$ cat config.mk
export PLATFORM = sky130hd
export DESIGN_NAME = life_grid_generation_stream
export DESIGN_NICKNAME = d
export VERILOG_FILES = /design/src/hw/rtl/lgg_pkg.sv /design/src/hw/rtl/life_grid_generation_stream.sv
export SDC_FILE = /design/constraint.sdc
export NUM_CORES = 2
export LEC_CHECK = 0
export BUFFER_PORTS_ARGS = -buffer_cell sky130_fd_sc_hd__buf_2
export CORE_MARGIN = 2
export CORE_UTILIZATION = 38
export CTS_CLUSTER_SIZE = 16
export DETAILED_ROUTE_END_ITERATION = 7
export SYNTH_ARGS = -nofsm -noshare
export SYNTH_HDL_FRONTEND = slang
export SYNTH_SLANG_ARGS = --single-unit
$ cat constraint.sdc
create_clock -name clk -period 18.1 [get_ports clk]
set_clock_uncertainty 0.1 [all_clocks]
set_input_delay 1.81 -clock clk [delete_from_list [all_inputs] [get_ports clk]]
set_output_delay 1.81 -clock clk [all_outputs]
set_load 0.05 [all_outputs]
$ cat src/hw/rtl/lgg_pkg.sv
// Package for the streaming Game of Life generation block.
// Holds the default sizes and the result record type; depends on nothing.
package lgg_pkg;

  localparam int DEFAULT_MAX_SIZE = 1024;
  localparam int RESET_GRID_SIZE  = 100;
  localparam int MIN_GRID_SIZE    = 3;
  localparam int CFG_WIDTH        = 11;
  localparam int COORD_WIDTH      = 10;
  localparam int QUEUE_DEPTH      = 3;
  localparam int BIRTH_COUNT      = 3;
  localparam int SURVIVE_COUNT    = 2;

  typedef struct packed {
    logic [COORD_WIDTH-1:0] row;
    logic [COORD_WIDTH-1:0] col;
    logic                   alive;
    logic                   last;
  } result_t;

endpackage

$ cat src/hw/rtl/life_grid_generation_stream.sv
// Streaming Game of Life (B3/S23) generation engine with two line buffers.
// Depends on lgg_pkg for sizes and the result record.
//
// Usage: cells of one square generation enter in raster order on the cell
// channel (cell_valid/cell_ready, payload cell_alive), one per transfer.
// For every interior cell the block returns one transfer on the result
// channel (result_valid/result_ready) with its row, column, next state
// and a flag on the frame's last interior cell; border cells produce no
// transfer. The result for cell (r-1, c-1) is formed in the window stage
// from cell (r, c). Throughput is one cell per cycle while the queue has
// room; the two line buffers share one memory whose read and write-back
// each take one port per cycle, and a three-entry result queue absorbs
// the pipeline. When the receiver stalls, the queue fills and cell_ready
// drops once queue and stage in flight could not hold another result.
// Reset sets the side to 100 (clamped to MAX_SIZE), empties the queue and
// starts a new frame; the line buffers need no clearing pass. Writing the
// side through cfg_we/cfg_wdata, only while idle, also starts a new frame.
module life_grid_generation_stream #(
  parameter int MAX_SIZE = lgg_pkg::DEFAULT_MAX_SIZE
) (
  input  logic                            clk,
  input  logic                            rst,
  input  logic                            cfg_we,
  input  logic [lgg_pkg::CFG_WIDTH-1:0]   cfg_wdata,
  input  logic                            cell_valid,
  output logic                            cell_ready,
  input  logic                            cell_alive,
  output logic                            result_valid,
  input  logic                            result_ready,
  output logic [lgg_pkg::COORD_WIDTH-1:0] cell_row,
  output logic [lgg_pkg::COORD_WIDTH-1:0] cell_col,
  output logic                            alive_next,
  output logic                            frame_last
);

  localparam int CW = (MAX_SIZE > 1) ? $clog2(MAX_SIZE) : 1;
  localparam int RESET_SIDE = (lgg_pkg::RESET_GRID_SIZE > MAX_SIZE) ?
                              MAX_SIZE : lgg_pkg::RESET_GRID_SIZE;
  localparam int QD = lgg_pkg::QUEUE_DEPTH;
  localparam int QW = $clog2(QD);
  localparam int QCW = $clog2(QD + 1);

  logic [CW-1:0] last_idx;
  logic [CW-1:0] row_counter;
  logic [CW-1:0] col_counter;
  logic [5:0]    window_columns;

  logic [1:0]    line_mem [MAX_SIZE];
  logic [1:0]    line_rdata;

  logic          s1_valid;
  logic          s1_bot;
  logic          s1_emit;
  logic          s1_last;
  logic [CW-1:0] s1_row;
  logic [CW-1:0] s1_col;

  lgg_pkg::result_t queue [QD];
  logic [QW-1:0]    q_wptr;
  logic [QW-1:0]    q_rptr;
  logic [QCW-1:0]   q_count;

  logic          cell_xfer;
  logic          q_push;
  logic          q_pop;
  logic [12:0]   cfg_ext;
  logic [12:0]   side_clamped;
  logic [2:0]    col_bits;
  logic [3:0]    neighbors;
  logic          center;
  logic [CW-1:0] row_m1;
  logic [CW-1:0] col_m1;
  lgg_pkg::result_t s1_result;

  assign cell_xfer = cell_valid && cell_ready;
  assign q_push    = s1_valid && s1_emit;
  assign q_pop     = result_valid && result_ready;
  assign cell_ready = ({1'b0, q_count} + {{QCW{1'b0}}, q_push}) <= (QCW + 1)'(QD - 1);

  always_comb begin
    cfg_ext = 13'(cfg_wdata);
    if (cfg_ext < 13'(lgg_pkg::MIN_GRID_SIZE)) begin
      side_clamped = 13'(lgg_pkg::MIN_GRID_SIZE);
    end else if (cfg_ext > 13'(MAX_SIZE)) begin
      side_clamped = 13'(MAX_SIZE);
    end else begin
      side_clamped = cfg_ext;
    end
  end

  // Input stage: raster counters and the line buffer read.
  always_ff @(posedge clk) begin
    if (rst) begin
      last_idx    <= CW'(RESET_SIDE - 1);
      row_counter <= '0;
      col_counter <= '0;
      s1_valid    <= 1'b0;
    end else if (cfg_we) begin
      last_idx    <= CW'(side_clamped - 13'd1);
      row_counter <= '0;
      col_counter <= '0;
      s1_valid    <= 1'b0;
    end else begin
      s1_valid <= cell_xfer;
      if (cell_xfer) begin
        if (col_counter == last_idx) begin
          col_counter <= '0;
          row_counter <= (row_counter == last_idx) ? '0 : row_counter + 1'b1;
        end else begin
          col_counter <= col_counter + 1'b1;
        end
      end
    end
  end

  always_ff @(posedge clk) begin
    if (cell_xfer) begin
      s1_bot  <= cell_alive;
      s1_row  <= row_counter;
      s1_col  <= col_counter;
      s1_emit <= (row_counter >= CW'(2)) && (col_counter >= CW'(2));
      s1_last <= (row_counter == last_idx) && (col_counter == last_idx);
    end
  end

  // Bit 1 holds the older row, bit 0 the newer row.
  always_ff @(posedge clk) begin
    if (cell_xfer) begin
      line_rdata <= line_mem[col_counter];
    end
    if (s1_valid) begin
      line_mem[s1_col] <= {line_rdata[0], s1_bot};
    end
  end

  // Window stage: neighbor count and rule.
  assign col_bits = {s1_bot, line_rdata[0], line_rdata[1]};
  assign center   = window_columns[1];
  assign neighbors = 4'(window_columns[0]) + 4'(window_columns[2]) +
                     4'(window_columns[3]) + 4'(window_columns[4]) +
                     4'(window_columns[5]) + 4'(col_bits[0]) +
                     4'(col_bits[1]) + 4'(col_bits[2]);
  assign row_m1 = s1_row - 1'b1;
  assign col_m1 = s1_col - 1'b1;

  always_comb begin
    s1_result.row   = lgg_pkg::COORD_WIDTH'(row_m1);
    s1_result.col   = lgg_pkg::COORD_WIDTH'(col_m1);
    s1_result.alive = (neighbors == 4'(lgg_pkg::BIRTH_COUNT)) ||
                      (center && (neighbors == 4'(lgg_pkg::SURVIVE_COUNT)));
    s1_result.last  = s1_last;
  end

  always_ff @(posedge clk) begin
    if (rst || cfg_we) begin
      window_columns <= '0;
    end else if (s1_valid) begin
      window_columns <= {window_columns[2:0], col_bits};
    end
  end

  // Result queue.
  always_ff @(posedge clk) begin
    if (rst) begin
      q_wptr  <= '0;
      q_rptr  <= '0;
      q_count <= '0;
    end else begin
      if (q_push) begin
        q_wptr <= (q_wptr == QW'(QD - 1)) ? '0 : q_wptr + 1'b1;
      end
      if (q_pop) begin
        q_rptr <= (q_rptr == QW'(QD - 1)) ? '0 : q_rptr + 1'b1;
      end
      if (q_push && !q_pop) begin
        q_count <= q_count + 1'b1;
      end else if (q_pop && !q_push) begin
        q_count <= q_count - 1'b1;
      end
    end
  end

  always_ff @(posedge clk) begin
    if (q_push) begin
      queue[q_wptr] <= s1_result;
    end
  end

  assign result_valid = (q_count != '0);
  assign cell_row     = queue[q_rptr].row;
  assign cell_col     = queue[q_rptr].col;
  assign alive_next   = queue[q_rptr].alive;
  assign frame_last   = queue[q_rptr].last;

endmodule

==> impl_metrics.csv <==
group,metric,value,unit
outcome,run_status,"completed",
timing,worst_pin_slew,1.26,ns
final_layout,area_delta_synth_final,11.5,%
die,dieHeight,488,microns
synthesis,yosysWarnings,0,
timing,period_minus_slack,5.99,ns
global_routing,gr-total-overflow,0,
clock_tree,postCtsSetupBuffers,0,
power_and_ir_drop,power_density,110,nW/um^2
critical_path,critPathLaunchType,"flop",
critical_path,r2r_slack,12.11,ns
synthesis,yosys.area_share.simple,7.06,%
synthesis,synth-compound-area-share,3.07,%
timing,rsz0062_at_grt,"false",
clock_tree,cts-buffers-inserted,219,
timing,fin_setup_tns,0,ns
synthesis,synth-edff-count,2139,
drt,wire_per_inst,29.2,microns
critical_path,cp.required,18.59,ns
drt,wl,249000,microns
placement,place_congestion,0.831,
synthesis,syn-cell-area,89200,sq um
power_and_ir_drop,ir_drop,0.000112,V
clock_tree,clockBufferDepth,3,
clock_tree,cts-htree-levels,4,
placement,io_buffers,40,
synthesis,yosys_register_bits,2184,
global_routing,grt_pass1_vias,49474,
synthesis,ys_types,69,
power_and_ir_drop,seqPwrFrac,52.7,%
clock_tree,cts-root-buf,"clkbuf_16",
global_routing,grt_max_degree,234,
final_layout,fin_nets,5249,
clock_tree,cts_tree,"built",
min_path,hold_depth,0,
power_and_ir_drop,p_clk_share,40.1,%
min_path,hp-start,"s1_last",
job,maxCapViolations,0,
timing,max_slew_margin,15.7,%
drt,drc,0,
critical_path,reg2regPathDepth,11,
timing,slew_viol_final,0,
die,ios,41,
power_and_ir_drop,power_leakage,29.5,nW
drt,firstDrtPassIters,6,
critical_path,path_class,"flop to flop",
synthesis,synth_fp_nets,5279,
critical_path,worst_ep_arrival_time,6.47,ns
timing,timing.final.crit_share,33.1,%
synthesis,synthAdderAreaFrac,0.342,%
clock_tree,clkLatencyLatePin,0.86,ns
clock_tree,clk_pin_slew,0.06,ns
global_routing,grt_pass1_wl,355000,microns
power_and_ir_drop,internal_power,8.41,mW
power_and_ir_drop,power.switching_fraction,23.0,%
critical_path,reg2reg_from,"col_counter[0]",
global_routing,antenna_found_initial,14,
die,row_count,177,
global_routing,gr-usage-all-layers,20.6,%
drt,ant_nets,0,
clock_tree,cts_hold_buf,0,
timing,fmax,167,MHz
synthesis,syn_inst,5240,
synthesis,yosys-mux-area-fraction,13.6,%
power_and_ir_drop,p_sw,2.51,mW
critical_path,timing.rr.end,"line_rdata[0]",
critical_path,cp-end-kind,"flop",
die,fp.dieW,488,microns
timing,setup_viol,0,
min_path,hold-path-endpoint,"queue[0][0]",
placement,hpwl,135000,microns
die,initial_core_util,38.3,%
die,die_area,239000,sq um
critical_path,cp_max_fo,81,
drt,via_count,49440,
synthesis,avgSynthCellArea,17.0,sq um
synthesis,synthArstFlopShare,0,%
clock_tree,cts_resized,0,
timing,finalHoldViolCount,0,
synthesis,seq_area_frac_synth,73.0,%
clock_tree,cts_sinks,2184,
min_path,hold_path_class,"flop to flop",
synthesis,synthXorXnorAreaFrac,0.540,%
final_layout,drive_above_1_share,18.4,%
synthesis,synth_top_family_by_area,"multiplexers",
drt,initialDrtViolationCount,7425,
final_layout,fin_util,42.7,%
power_and_ir_drop,power_frac_comb,7.2,%
drt,drt-vias-per-instance,5.79,
synthesis,synth-main-ff-cell,"edfxtp_1",
die,coreArea,233000,sq um
[per-stage QoR]
step	std cells	power, mW	area, sq um	setup WS (ns)	hold slack, ns
finish	8533	10.9	99500	12.11	0.361
detailed placement	8121	6.65	92600	11.95	0.359
global placement	8121	6.63	92600	12.00	0.347
floorplan	5240	6.59	89200	2.53	0.306
CTS	8527	11.0	99500	11.91	0.366
global route	8528	11.2	99500	11.80	0.381
[kinds of logic after synthesis]
kind of cell    count (synthesis)
flops                        2184
compound gates                400
buf+inv                       445
simple gates                 1532
xor+xnor                       55
fa+ha+maj                      22
mux                           602
[how the worst max path moves through the flow]
stage	startpoint	cells past startpoint	slack (ns)	endpoint
2_1_floorplan	line_rdata[0]	9	2.53	queue[0][1]
3_3_place_gp	col_counter[0]	11	12.00	line_rdata[0]
3_5_place_dp	col_counter[0]	11	11.95	line_rdata[0]
4_1_cts	col_counter[0]	11	11.91	line_rdata[0]
5_1_grt	col_counter[0]	11	11.80	line_rdata[0]
6_report	col_counter[0]	11	12.11	line_rdata[0]
[per-layer routing]
metal / routed length, microns / up-vias / global-route usage (%)
li1: - / 20320 / -
met1: 101000 / 26077 / 29.7
met2: 115000 / 2664 / 32.2
met3: 25400 / 377 / 3.74
met4: 7150 / 2 / 5.93
met5: 11 / - / 0
[cell usage after synthesis (9+ instances only)]
cell type	n	area, sq um
edfxtp_1	2139	64200
nor2_1	1079	4050
mux4_2	462	10400
clkbuf_1	217	815
nand2_1	210	788
a22oi_1	154	1160
mux2i_1	119	1190
buf_1	78	293
a21oi_1	72	360
buf_2	64	320
nand3_1	55	275
dfxtp_1	45	901
o21ai_0	41	205
nor3_1	36	180
and2_1	32	200
buf_4	31	233
o22ai_1	29	181
xor2_1	29	254
inv_1	27	101
xnor2_1	26	228
and3_1	23	144
mux4_1	19	499
ha_1	18	225
a31oi_1	15	93.8
buf_6	15	169
nand4_1	15	93.8
nor2b_1	15	93.8
a211oi_1	13	97.6
a221oi_1	12	105
nor4_1	12	75.1
nand2b_1	11	68.8
or4_1	9	67.6
[power by group through the flow]
stage	sequential, mW	clock [mW]	combinational, mW
final	5.75	4.38	0.787
after global routing	5.75	4.64	0.844
after floorplan	6.14	0	0.449
after detailed placement	5.86	0	0.790
after global placement	5.86	0	0.778
after CTS	5.75	4.43	0.792
[layout by cell type, fill, tap and decap left out, types with 31 or more instances in the layout]
cell	count
a21oi_1	72
clkbuf_1	53
o21ai_0	41
clkbuf_16	224
dfxtp_1	40
a22oi_1	154
nand3_1	51
mux4_2	462
clkinv_1	58
buf_4	116
and2_1	31
mux2i_1	119
clkinv_2	40
nor2_1	1074
edfxtp_1	2139
buf_2	40
nor3_1	35
nand2_1	181
[final cells by class]
class                      count  area (sq um)
clock inverter               125          1010
multi-input combinational   2611         22200
fill                       20547        133000
clock buffer                 281          5860
tap                         3132          3920
antenna                        6          15.0
inverter                      31           118
timing repair buffer         163          1210
sequential                  2184         65100
[worst max-delay path: stages (launching register included)]
cell,delay (ns)
dfxtp_4,0.62
buf_12,0.52
buf_4,0.85
buf_4,0.63
mux4_2,0.60
nand2_1,0.09
a31oi_1,0.14
o21bai_1,0.54
nand4_1,0.68
nor3_1,0.39
nor2_1,0.08
a32o_1,0.26
[state kept, by name, indices dropped and copies added (netlist names), named ones only]
signal / flops
q_wptr: 2
q_rptr: 2
queue: 66
row_counter: 10
line_mem: 2048
last_idx: 10
col_counter: 10
s1_valid: 1
s1_row: 10
s1_bot: 1
s1_last: 1
s1_emit: 1
line_rdata: 2
window_columns: 6
q_count: 2
s1_col: 10
(Power assumes the default switching activity.)
